## config.mk

```make
export PLATFORM = sky130hd
export DESIGN_NAME = ray_cell_path_length_split
export DESIGN_NICKNAME = d
export VERILOG_FILES = /design/src/rtl/rcpls_pkg.sv /design/src/rtl/ray_cell_path_length_split.sv /design/src/rtl/rcpls_unit.sv
export SDC_FILE = /design/constraint.sdc
export NUM_CORES = 2
export LEC_CHECK = 0
export BUFFER_PORTS_ARGS = -buffer_cell sky130_fd_sc_hd__buf_4
export CAP_MARGIN = 40
export CORE_MARGIN = 2
export CORE_UTILIZATION = 50
export DETAILED_ROUTE_END_ITERATION = 16
export PLACE_DENSITY = 0.71
export SYNTH_ARGS = -nofsm -noshare
export SYNTH_HDL_FRONTEND = slang
export SYNTH_SLANG_ARGS = --single-unit
```

## constraint.sdc

```tcl
create_clock -name i_clk -period 36.9 [get_ports i_clk]
set_input_delay 7.38 -clock i_clk [delete_from_list [all_inputs] [get_ports i_clk]]
set_output_delay 7.38 -clock i_clk [all_outputs]
set_load 0.005 [all_outputs]
```

## src/rtl/rcpls_pkg.sv

```systemverilog
`default_nettype none

package rcpls_pkg;

    localparam int COORD_W = 24;
    localparam int LEN_W   = 24;
    localparam int IDX_W   = 12;
    localparam int CNT_W   = 13;
    localparam int CFG_W   = 24;

    localparam logic [2:0] CFG_CELL_WIDTH   = 3'd0;
    localparam logic [2:0] CFG_CELL_HEIGHT  = 3'd1;
    localparam logic [2:0] CFG_STEP_LENGTH  = 3'd2;
    localparam logic [2:0] CFG_GRID_COLUMNS = 3'd3;
    localparam logic [2:0] CFG_GRID_ROWS    = 3'd4;

    localparam logic [5:0] ITERS_CELL   = 6'd25;
    localparam logic [5:0] ITERS_INTERP = 6'd48;
    localparam logic [5:0] ITERS_SQRT   = 6'd25;

    localparam logic [IDX_W-1:0] IDX_MAX = {IDX_W{1'b1}};

    typedef enum logic {
        UOP_DIV,
        UOP_SQRT
    } t_uop;

    typedef enum logic [1:0] {
        KIND_SAME,
        KIND_X,
        KIND_Z,
        KIND_XZ
    } t_kind;

    typedef enum logic [3:0] {
        ST_IDLE,
        ST_CELL,
        ST_CELL_W,
        ST_CLASS,
        ST_LMUL,
        ST_LCLAMP,
        ST_PMUL,
        ST_IDIV,
        ST_IDIV_W,
        ST_SQA,
        ST_SQB,
        ST_SQRT,
        ST_SQRT_W,
        ST_EMIT
    } t_state;

    typedef struct packed {
        logic        start;
        t_uop        op;
        logic [5:0]  iters;
        logic [49:0] num;
        logic [24:0] den;
    } t_unit_req;

    typedef struct packed {
        logic        busy;
        logic        done;
        logic [24:0] res;
    } t_unit_rsp;

endpackage

`default_nettype wire

```

## src/rtl/ray_cell_path_length_split.sv

```systemverilog
`default_nettype none

// Channel   | Dir | Handshake                    | Payload
// s_axis    | in  | s_axis_tvalid/s_axis_tready  | tdata: point_x, point_z; tuser: ray_start
// m_axis    | out | m_axis_tvalid/m_axis_tready  | tdata: cell_x, cell_z, length_increment;
//           |     |                              | tuser: outside_grid; tlast: last
// i_cfg     | in  | i_cfg_wr_en                  | i_cfg_idx, i_cfg_data
//
// One word at a time through a single shift-subtract unit. A start word is only
// stored. Otherwise four cell divisions; a crossing adds an interpolation divide
// and a square root; two crossings add two of each plus two midpoint divisions.
// Reset is synchronous, active low, and restores the register defaults and
// forgets the previous point. Output stalls hold the result register; the input
// is ready again once the last result of a word sits in the output register.
module ray_cell_path_length_split (
    input  wire                          i_clk,
    input  wire                          i_rst_n,
    input  wire                          i_cfg_wr_en,
    input  wire  [2:0]                   i_cfg_idx,
    input  wire  [rcpls_pkg::CFG_W-1:0]  i_cfg_data,
    input  wire                          s_axis_tvalid,
    output logic                         s_axis_tready,
    input  wire  [47:0]                  s_axis_tdata,   // point_x, point_z
    input  wire                          s_axis_tuser,   // ray_start
    output logic                         m_axis_tvalid,
    input  wire                          m_axis_tready,
    output logic [47:0]                  m_axis_tdata,   // cell_x, cell_z, length_increment
    output logic                         m_axis_tuser,   // outside_grid
    output logic                         m_axis_tlast
);
    import rcpls_pkg::*;

    // configuration
    logic [23:0] r_cw, r_ch, r_ds;
    logic [12:0] r_gc, r_gr;

    t_state r_state, n_state;
    t_kind  r_kind;

    logic        r_have;
    logic [23:0] r_x0, r_z0, r_x1, r_z1;
    logic [11:0] r_ia, r_ja, r_ib, r_jb, r_im, r_jm;
    logic        r_outa, r_outb, r_outm;
    logic [2:0]  r_cidx;
    logic        r_ax, r_dsel;
    logic [1:0]  r_k;
    logic [47:0] r_prod, r_acc;
    logic [23:0] r_den;
    logic        r_neg;
    logic [23:0] r_lx, r_lz, r_cz, r_ex;
    logic [24:0] r_dc, r_de;

    logic        r_ov;
    logic [47:0] r_odata;
    logic        r_ouser, r_olast;

    t_unit_req   w_req;
    t_unit_rsp   w_rsp;

    rcpls_unit u_unit (
        .i_clk   (i_clk),
        .i_rst_n (i_rst_n),
        .i_req   (w_req),
        .o_rsp   (w_rsp)
    );

    // configuration writes
    always_ff @(posedge i_clk) begin
        if (!i_rst_n) begin
            r_cw <= 24'd256;
            r_ch <= 24'd256;
            r_ds <= 24'd256;
            r_gc <= 13'd4096;
            r_gr <= 13'd4096;
        end else if (i_cfg_wr_en) begin
            unique case (i_cfg_idx)
                CFG_CELL_WIDTH:   r_cw <= i_cfg_data;
                CFG_CELL_HEIGHT:  r_ch <= i_cfg_data;
                CFG_STEP_LENGTH:  r_ds <= i_cfg_data;
                CFG_GRID_COLUMNS: r_gc <= i_cfg_data[12:0];
                CFG_GRID_ROWS:    r_gr <= i_cfg_data[12:0];
                default: ;
            endcase
        end
    end

    // cell division operands
    logic [24:0] w_cnum, w_cden;
    logic [12:0] w_ccnt;
    logic        w_cout;
    logic [11:0] w_csat;

    always_comb begin
        case (r_cidx)
            3'd0:    begin w_cnum = {1'b0, r_x1}; w_cden = {1'b0, r_cw}; w_ccnt = r_gc; end
            3'd1:    begin w_cnum = {1'b0, r_z1}; w_cden = {1'b0, r_ch}; w_ccnt = r_gr; end
            3'd2:    begin w_cnum = {1'b0, r_x0}; w_cden = {1'b0, r_cw}; w_ccnt = r_gc; end
            3'd3:    begin w_cnum = {1'b0, r_z0}; w_cden = {1'b0, r_ch}; w_ccnt = r_gr; end
            3'd4:    begin
                w_cnum = {1'b0, r_lx} + {1'b0, r_ex};
                w_cden = {r_cw, 1'b0};
                w_ccnt = r_gc;
            end
            default: begin
                w_cnum = {1'b0, r_cz} + {1'b0, r_lz};
                w_cden = {r_ch, 1'b0};
                w_ccnt = r_gr;
            end
        endcase
        w_cout = (w_cden == 25'd0) || (w_rsp.res >= {12'd0, w_ccnt});
        w_csat = ((w_cden == 25'd0) || (w_rsp.res > {13'd0, IDX_MAX})) ? IDX_MAX
                                                                      : w_rsp.res[11:0];
    end

    // line and interpolation operands, by the axis of the grid line
    logic [23:0] w_p0, w_p1, w_q0, w_q1, w_size, w_plo, w_phi, w_line, w_lcur;
    logic [11:0] w_imax;
    logic [23:0] w_aabs, w_tabs, w_dabs;
    logic        w_neg;
    logic [24:0] w_m;
    logic [25:0] w_csum;
    logic [23:0] w_cross;
    logic        w_cross_go;

    always_comb begin
        w_p0   = r_ax ? r_z0 : r_x0;
        w_p1   = r_ax ? r_z1 : r_x1;
        w_q0   = r_ax ? r_x0 : r_z0;
        w_q1   = r_ax ? r_x1 : r_z1;
        w_size = r_ax ? r_ch : r_cw;
        if (r_ax) w_imax = (r_ja > r_jb) ? r_ja : r_jb;
        else      w_imax = (r_ia > r_ib) ? r_ia : r_ib;
        w_plo  = (w_p0 < w_p1) ? w_p0 : w_p1;
        w_phi  = (w_p0 < w_p1) ? w_p1 : w_p0;
        if (r_prod < {24'd0, w_plo})      w_line = w_plo;
        else if (r_prod > {24'd0, w_phi}) w_line = w_phi;
        else                              w_line = r_prod[23:0];
        w_lcur = r_ax ? r_lz : r_lx;
        w_aabs = (w_q0 > w_q1) ? w_q0 - w_q1 : w_q1 - w_q0;
        w_tabs = (w_p1 > w_lcur) ? w_p1 - w_lcur : w_lcur - w_p1;
        w_dabs = (w_p0 > w_p1) ? w_p0 - w_p1 : w_p1 - w_p0;
        w_neg  = (w_q0 < w_q1) ^ (w_p1 < w_lcur) ^ (w_p0 < w_p1);
        w_m    = (r_den == 24'd0) ? 25'd0 : w_rsp.res;
        w_csum = r_neg ? {2'b0, w_q1} + {1'b0, w_m} : {2'b0, w_q1} - {1'b0, w_m};
        w_cross = w_csum[23:0];
        w_cross_go = ((r_state == ST_IDIV) && (r_den == 24'd0))
                  || ((r_state == ST_IDIV_W) && w_rsp.done);
    end

    // distance operands
    logic [23:0] w_px, w_pz, w_dx, w_dz;
    logic [23:0] w_ma, w_mb;
    logic [47:0] w_mul;
    logic [48:0] w_sqsum;

    always_comb begin
        w_px = r_dsel ? r_ex : r_lx;
        w_pz = r_dsel ? r_lz : r_cz;
        w_dx = (w_px > r_x0) ? w_px - r_x0 : r_x0 - w_px;
        w_dz = (w_pz > r_z0) ? w_pz - r_z0 : r_z0 - w_pz;
        case (r_state)
            ST_LMUL: begin w_ma = w_size; w_mb = {12'd0, w_imax}; end
            ST_PMUL: begin w_ma = w_aabs; w_mb = w_tabs; end
            ST_SQA:  begin w_ma = w_dx;   w_mb = w_dx; end
            ST_SQB:  begin w_ma = w_dz;   w_mb = w_dz; end
            default: begin w_ma = 24'd0;  w_mb = 24'd0; end
        endcase
        w_mul   = w_ma * w_mb;
        w_sqsum = {1'b0, r_acc} + {1'b0, r_prod};
    end

    // shared unit requests
    always_comb begin
        w_req.start = 1'b0;
        w_req.op    = UOP_DIV;
        w_req.iters = ITERS_CELL;
        w_req.num   = {w_cnum, 25'd0};
        w_req.den   = w_cden;
        case (r_state)
            ST_CELL: w_req.start = 1'b1;
            ST_IDIV: begin
                w_req.start = (r_den != 24'd0);
                w_req.iters = ITERS_INTERP;
                w_req.num   = {r_prod, 2'b00};
                w_req.den   = {1'b0, r_den};
            end
            ST_SQRT: begin
                w_req.start = 1'b1;
                w_req.op    = UOP_SQRT;
                w_req.iters = ITERS_SQRT;
                w_req.num   = {1'b0, w_sqsum};
                w_req.den   = 25'd0;
            end
            default: ;
        endcase
    end

    // result selection and saturation
    logic [24:0] w_d1, w_lo, w_hi;
    logic signed [26:0] w_len;
    logic [23:0] w_len_sat;
    logic [11:0] w_ox, w_oz;
    logic        w_oout, w_last, w_load;

    always_comb begin
        w_d1 = (r_kind == KIND_Z) ? r_de : r_dc;
        w_lo = (r_dc < r_de) ? r_dc : r_de;
        w_hi = (r_dc < r_de) ? r_de : r_dc;
        case (r_kind)
            KIND_SAME: begin
                w_len  = $signed({3'b0, r_ds});
                w_last = 1'b1;
            end
            KIND_XZ: begin
                if (r_k == 2'd0)      w_len = $signed({2'b0, w_lo});
                else if (r_k == 2'd1) w_len = $signed({3'b0, r_ds}) - $signed({2'b0, w_hi});
                else                  w_len = $signed({2'b0, w_hi}) - $signed({2'b0, w_lo});
                w_last = (r_k == 2'd2);
            end
            default: begin
                if (r_k == 2'd0) w_len = $signed({2'b0, w_d1});
                else             w_len = $signed({3'b0, r_ds}) - $signed({2'b0, w_d1});
                w_last = (r_k == 2'd1);
            end
        endcase
        if (w_len > 27'sd8388607)       w_len_sat = 24'h7FFFFF;
        else if (w_len < -27'sd8388608) w_len_sat = 24'h800000;
        else                            w_len_sat = w_len[23:0];
        case (r_k)
            2'd0:    begin w_ox = r_ia; w_oz = r_ja; w_oout = r_outa; end
            2'd1:    begin w_ox = r_ib; w_oz = r_jb; w_oout = r_outb; end
            default: begin w_ox = r_im; w_oz = r_jm; w_oout = r_outm; end
        endcase
        w_load = (r_state == ST_EMIT) && (!r_ov || m_axis_tready);
    end

    assign s_axis_tready = (r_state == ST_IDLE);
    wire w_acc = s_axis_tvalid && s_axis_tready;

    // sequencer
    always_ff @(posedge i_clk) begin
        if (!i_rst_n) r_state <= ST_IDLE;
        else          r_state <= n_state;
    end

    always_comb begin
        n_state = r_state;
        unique case (r_state)
            ST_IDLE:   if (w_acc && !s_axis_tuser && r_have) n_state = ST_CELL;
            ST_CELL:   n_state = ST_CELL_W;
            ST_CELL_W: if (w_rsp.done) begin
                if (r_cidx == 3'd3)      n_state = ST_CLASS;
                else if (r_cidx == 3'd5) n_state = ST_SQA;
                else                     n_state = ST_CELL;
            end
            ST_CLASS:  n_state = (r_ia == r_ib && r_ja == r_jb) ? ST_EMIT : ST_LMUL;
            ST_LMUL:   n_state = ST_LCLAMP;
            ST_LCLAMP: n_state = ST_PMUL;
            ST_PMUL:   n_state = ST_IDIV;
            ST_IDIV, ST_IDIV_W: begin
                if (r_state == ST_IDIV && r_den != 24'd0) n_state = ST_IDIV_W;
                if (w_cross_go) begin
                    if (r_kind == KIND_XZ && !r_ax) n_state = ST_LMUL;
                    else if (r_kind == KIND_XZ)     n_state = ST_CELL;
                    else                            n_state = ST_SQA;
                end
            end
            ST_SQA:    n_state = ST_SQB;
            ST_SQB:    n_state = ST_SQRT;
            ST_SQRT:   n_state = ST_SQRT_W;
            ST_SQRT_W: if (w_rsp.done)
                n_state = (r_kind == KIND_XZ && !r_dsel) ? ST_SQA : ST_EMIT;
            ST_EMIT:   if (w_load && w_last) n_state = ST_IDLE;
            default:   n_state = ST_IDLE;
        endcase
    end

    // datapath
    always_ff @(posedge i_clk) begin
        if (!i_rst_n) begin
            r_have <= 1'b0;
            r_cidx <= 3'd0;
            r_ax   <= 1'b0;
            r_dsel <= 1'b0;
            r_k    <= 2'd0;
            r_kind <= KIND_SAME;
        end else begin
            case (r_state)
                ST_IDLE: if (w_acc) begin
                    if (s_axis_tuser || !r_have) begin
                        r_x0   <= s_axis_tdata[23:0];
                        r_z0   <= s_axis_tdata[47:24];
                        r_have <= 1'b1;
                    end else begin
                        r_x1   <= s_axis_tdata[23:0];
                        r_z1   <= s_axis_tdata[47:24];
                        r_cidx <= 3'd0;
                        r_outa <= 1'b0;
                        r_outb <= 1'b0;
                        r_outm <= 1'b0;
                    end
                end
                ST_CELL_W: if (w_rsp.done) begin
                    case (r_cidx)
                        3'd0:    begin r_ib <= w_csat; r_outb <= r_outb | w_cout; end
                        3'd1:    begin r_jb <= w_csat; r_outb <= r_outb | w_cout; end
                        3'd2:    begin r_ia <= w_csat; r_outa <= r_outa | w_cout; end
                        3'd3:    begin r_ja <= w_csat; r_outa <= r_outa | w_cout; end
                        3'd4:    begin r_im <= w_csat; r_outm <= r_outm | w_cout; end
                        default: begin r_jm <= w_csat; r_outm <= r_outm | w_cout; end
                    endcase
                    r_cidx <= r_cidx + 3'd1;
                    r_dsel <= 1'b0;
                end
                ST_CLASS: begin
                    r_k <= 2'd0;
                    if (r_ia == r_ib && r_ja == r_jb) begin
                        r_kind <= KIND_SAME;
                    end else if (r_ia == r_ib) begin
                        r_kind <= KIND_Z;
                        r_ax   <= 1'b1;
                        r_dsel <= 1'b1;
                    end else if (r_ja == r_jb) begin
                        r_kind <= KIND_X;
                        r_ax   <= 1'b0;
                        r_dsel <= 1'b0;
                    end else begin
                        r_kind <= KIND_XZ;
                        r_ax   <= 1'b0;
                        r_dsel <= 1'b0;
                    end
                end
                ST_LMUL:   r_prod <= w_mul;
                ST_LCLAMP: if (r_ax) r_lz <= w_line; else r_lx <= w_line;
                ST_PMUL: begin
                    r_prod <= w_mul;
                    r_den  <= w_dabs;
                    r_neg  <= w_neg;
                end
                ST_IDIV, ST_IDIV_W: if (w_cross_go) begin
                    if (r_ax) r_ex <= w_cross; else r_cz <= w_cross;
                    if (r_kind == KIND_XZ && !r_ax) r_ax   <= 1'b1;
                    else if (r_kind == KIND_XZ)     r_cidx <= 3'd4;
                end
                ST_SQA: r_prod <= w_mul;
                ST_SQB: begin
                    r_acc  <= r_prod;
                    r_prod <= w_mul;
                end
                ST_SQRT_W: if (w_rsp.done) begin
                    if (r_dsel) r_de <= w_rsp.res; else r_dc <= w_rsp.res;
                    r_dsel <= 1'b1;
                end
                ST_EMIT: if (w_load) begin
                    r_k <= r_k + 2'd1;
                    if (w_last) begin
                        // advance the previous point
                        r_x0 <= r_x1;
                        r_z0 <= r_z1;
                    end
                end
                default: ;
            endcase
        end
    end

    // output register: hold while stalled, load the next word when free
    always_ff @(posedge i_clk) begin
        if (!i_rst_n) begin
            r_ov <= 1'b0;
        end else begin
            if (w_load)             r_ov <= 1'b1;
            else if (m_axis_tready) r_ov <= 1'b0;
            if (w_load) begin
                r_odata <= {w_len_sat, w_oz, w_ox};
                r_ouser <= w_oout;
                r_olast <= w_last;
            end
        end
    end

    assign m_axis_tvalid = r_ov;
    assign m_axis_tdata  = r_odata;
    assign m_axis_tuser  = r_ouser;
    assign m_axis_tlast  = r_olast;

    // the shared unit is never restarted mid-operation
    a_unit_free: assert property (@(posedge i_clk) disable iff (!i_rst_n)
        w_req.start |-> !w_rsp.busy)
        else $error("shared unit started while busy");

    // no input is taken while the unit is at work
    a_no_accept_busy: assert property (@(posedge i_clk) disable iff (!i_rst_n)
        s_axis_tready |-> !w_rsp.busy)
        else $error("input ready while unit busy");

    // the last word of a point returns the sequencer to idle
    a_last_idle: assert property (@(posedge i_clk) disable iff (!i_rst_n)
        (w_load && w_last) |=> (r_state == ST_IDLE && m_axis_tlast))
        else $error("sequencer not idle after last word");

    // at most three words per point
    a_k_range: assert property (@(posedge i_clk) disable iff (!i_rst_n)
        (r_state == ST_EMIT) |-> (r_k != 2'd3))
        else $error("result counter overrun");

endmodule

`default_nettype wire

```

## src/rtl/rcpls_unit.sv

```systemverilog
`default_nettype none

// Shared shift-subtract unit: restoring divide (one bit a cycle) or
// restoring square root (one root bit a cycle) on a common subtractor.
module rcpls_unit (
    input  wire                   i_clk,
    input  wire                   i_rst_n,
    input  rcpls_pkg::t_unit_req  i_req,
    output rcpls_pkg::t_unit_rsp  o_rsp
);
    import rcpls_pkg::*;

    t_uop        r_op;
    logic [5:0]  r_cnt;
    logic [27:0] r_rem;
    logic [24:0] r_root;
    logic [49:0] r_sh;
    logic [24:0] r_den;
    logic        r_done;

    logic [29:0] w_a;
    logic [29:0] w_b;
    logic [30:0] w_diff;
    logic        w_ge;

    always_comb begin
        if (r_op == UOP_DIV) begin
            w_a = {1'b0, r_rem, r_sh[49]};
            w_b = {5'b0, r_den};
        end else begin
            w_a = {r_rem, r_sh[49:48]};
            w_b = {3'b0, r_root, 2'b01};
        end
        w_diff = {1'b0, w_a} - {1'b0, w_b};
        w_ge   = ~w_diff[30];
    end

    always_ff @(posedge i_clk) begin
        if (!i_rst_n) begin
            r_cnt  <= 6'd0;
            r_done <= 1'b0;
        end else begin
            r_done <= (r_cnt == 6'd1);
            if (i_req.start) begin
                r_op   <= i_req.op;
                r_cnt  <= i_req.iters;
                r_rem  <= 28'd0;
                r_root <= 25'd0;
                r_sh   <= i_req.num;
                r_den  <= i_req.den;
            end else if (r_cnt != 6'd0) begin
                r_cnt  <= r_cnt - 6'd1;
                r_rem  <= w_ge ? w_diff[27:0] : w_a[27:0];
                r_root <= {r_root[23:0], w_ge};
                r_sh   <= (r_op == UOP_DIV) ? {r_sh[48:0], 1'b0} : {r_sh[47:0], 2'b00};
            end
        end
    end

    assign o_rsp.busy = (r_cnt != 6'd0);
    assign o_rsp.done = r_done;
    assign o_rsp.res  = r_root;

endmodule

`default_nettype wire
```

==> impl_metrics.tcl <==
set metrics [dict create \
    die_w_um 404 \
    status "finished, final reports clean" \
    drt_first_pass_iters 12 \
    ios 133 \
    drt_iter0_drc 9035 \
    core_area_um2 158000 \
    hold_path_class "register to register" \
    synth_most_common_cell "nand2_1" \
    synth_seq_cells 737 \
    synth-seq-area-share_pct 26.2 \
    grt_max_degree 64 \
    fin_crit_sh_pct 40.0 \
    p_leak_nw 38.1 \
    fp-row-count 146 \
    ys_warn_count 0 \
    vdd_ir_drop_max_mv 0.0441 \
    vias 72000 \
    worstPathRequired_ns 37.38 \
    dieArea_um2 163000 \
    cts_setup_buffers 0 \
    synth-main-ff-cell "edfxtp_1" \
    startpoint_type "register" \
    worstPathArrival_ns 15.22 \
    synth_top_area_share_pct 23.2 \
    ff_latch_area_um2 20900 \
    drc 0 \
    yosysUniqueCellTypes 105 \
    crit_fanout 54 \
    cts_resized 0 \
    root_buffer "clkbuf_16" \
    synthTopCellsByCount "1,335 x nand2_1, 1,047 x inv_1, 729 x ha_1" \
    portBuffers 132 \
    multi_input_area_um2 53500 \
    crit_path_end_kind "register" \
    synthArstFlopShare_pct 0 \
    met1_usage_pct 53.2 \
    insertion_delay_ns 0.76 \
    place_congestion 1.04 \
    groute.layer.met2.usage_pct 60.3 \
    post_synth.cell_area_avg_um2 8.77 \
    netlist_instances 9098 \
    fin_crit_ns 14.74 \
    cp_slowest_cell "a211oi_1" \
    viasPerCell 6.40 \
    first_global_vias 69800 \
    instances_no_fill 11300 \
    dpl.hpwl_um 264000 \
    fmax_mhz 67.8 \
    slew_headroom_pct 28.0 \
    cts_sinks 737 \
    finalNetCount 10400 \
    initial_core_util_pct 50.4 \
    setup_viol 0 \
    fin_setup_tns_ns 0 \
    grt-ovfl-total 0 \
    grtUsageTotal_pct 40.0 \
    skew_ns 0.0883 \
    critPathMostFrequentCell "fa_1" \
    numCtsBuffers 87 \
    critPathMaxStageDelay_ns 0.70 \
    met3_usage_pct 9.70 \
    cts.htree.levels 3 \
    cap_violations 0 \
    syn-num-nets 10400 \
    powerDensity_nw_per_um2 38.2 \
    synth_top_area_cell "edfxtp_1" \
    dp_cells 11100 \
    grt-busiest-layer "met2" \
    fin_total_pwr_mw 3.31 \
    path_clk_slew_ns 0.07 \
    routed_wl_um 333000 \
    wl_per_cell_um 29.6 \
    synthTopCellsByArea "edfxtp_1 23%, fa_1 13%, ha_1 11%, nand2_1 6.3%, inv_1 4.9%" \
    antenna_found_initial 15 \
    cts_tree "yes" \
    die_h_um 404 \
    tightestPinTransition_ns 1.08 \
    grt_pass1_wl_um 477000 \
    syn_to_final_growth_pct 8.65 \
    drive_above_1_share_pct 7.77 \
    nFillCells 14300 \
    antenna_left 0 \
    synth_edf_count 617 \
    critical_path_class "register to register" \
    cts_buffer_depth 3 \
    syn_area_um2 79800 \
    timing.final.max_slew_violations 0 \
    hold_viol_final 0 \
    postCtsHoldBufs 0 \
    rsz0062_at_grt "no" \
]
==> worst paths after layout <==
check / from / to / slack [ns] / cells after the start
max: r_ax / r_prod[46] / 22.16 / 46
min: r_gc[10] / r_gc[10] / 0.45 / 2
max reg2reg: r_ax / r_prod[46] / 22.16 / 46
min reg2reg: r_gc[10] / r_gc[10] / 0.45 / 2
==> where the power goes <==
part	leakage (nW)	internal, mW	switching, mW
logic	30.3	0.429	0.808
registers	6.32	1.05	0.112
clock network	1.45	0.512	0.401
total	38.1	1.99	1.32
==> sequential cells by signal (all words and copies together) (netlist names), 25 cells and up <==
name and count:
r_dc 25, m_axis_tdata 48, u_unit.r_root 25, r_prod 48, r_de 25, r_acc 48, u_unit.r_rem 28, u_unit.r_sh 50
u_unit.r_den 25
==> cell usage in the layout (no fill, tap or decap), types with 68 or more instances in the layout <==
cell type	count
o21ai_0	456
nand2b_1	68
dfxtp_1	118
a21oi_1	617
nor3_1	83
and2_1	177
a21o_1	286
inv_1	1046
buf_4	312
xnor2_1	220
xor2_1	102
edfxtp_1	617
nor2b_1	98
a22oi_1	86
o21a_1	79
nand2_1	1334
nand4_1	84
nand3_1	123
ha_1	727
fa_1	499
clkbuf_16	91
nor2_1	409
mux2_2	88
o21bai_1	81
mux2i_1	358
==> area by class of cell <==
| cell class | instances | area share, % |
|---|---|---|
| well taps | 2072 | 2.99 |
| clock buffers | 117 | 2.85 |
| inverters | 1051 | 4.56 |
| multi-input cells | 6872 | 61.7 |
| repair buffers | 355 | 3.22 |
| clock inverters | 45 | 0.557 |
| diodes | 8 | 0.0231 |
| flip-flops and latches | 737 | 24.1 |
==> kinds of logic (layout without fill, tap and decap cells) <==
kind of cell | Yosys count | count (layout) | synth area share (%)
compound gates | 2238 | 2238 | 18.4
xor+xnor | 323 | 323 | 3.54
fa+ha+maj | 1228 | 1228 | 23.9
buf+inv | 1489 | 1568 | 7.13
flops | 737 | 737 | 26.2
mux | 446 | 446 | 5.73
other cells | 0 | 8 | 0
simple gates | 2637 | 2637 | 15.0
==> metal layers <==
| layer | wire (µm) | up-vias |
|---|---|---|
| met5 | 54 | - |
| met4 | 21200 | 8 |
| met3 | 37200 | 802 |
| met2 | 142000 | 4097 |
| li1 | - | 31700 |
| met1 | 132000 | 35500 |
==> worst max-delay path: cells and delay by family (launching register included) <==
| kind | cells | cell delay [ns] |
|---|---|---|
| compound gates | 16 | 4.32 |
| xor+xnor | 2 | 0.28 |
| fa+ha+maj | 9 | 4.57 |
| buf+inv | 10 | 2.61 |
| flops | 1 | 0.69 |
| mux | 1 | 0.40 |
| simple gates | 8 | 1.39 |
==> metrics by stage <==
step                worst slack (ns)  area (µm²)  hold slack, ns  util [%]
global route                   21.45       86700           0.471      54.7
CTS                            22.45       86700           0.456      54.7
finish                         22.16       86700           0.455      54.8
detailed placement             22.50       83700           0.447      52.9
floorplan                      24.57       79800           0.433         -
global placement               22.32       83100           0.441      52.5
Note: power is estimated with default switching activity, not from simulation.
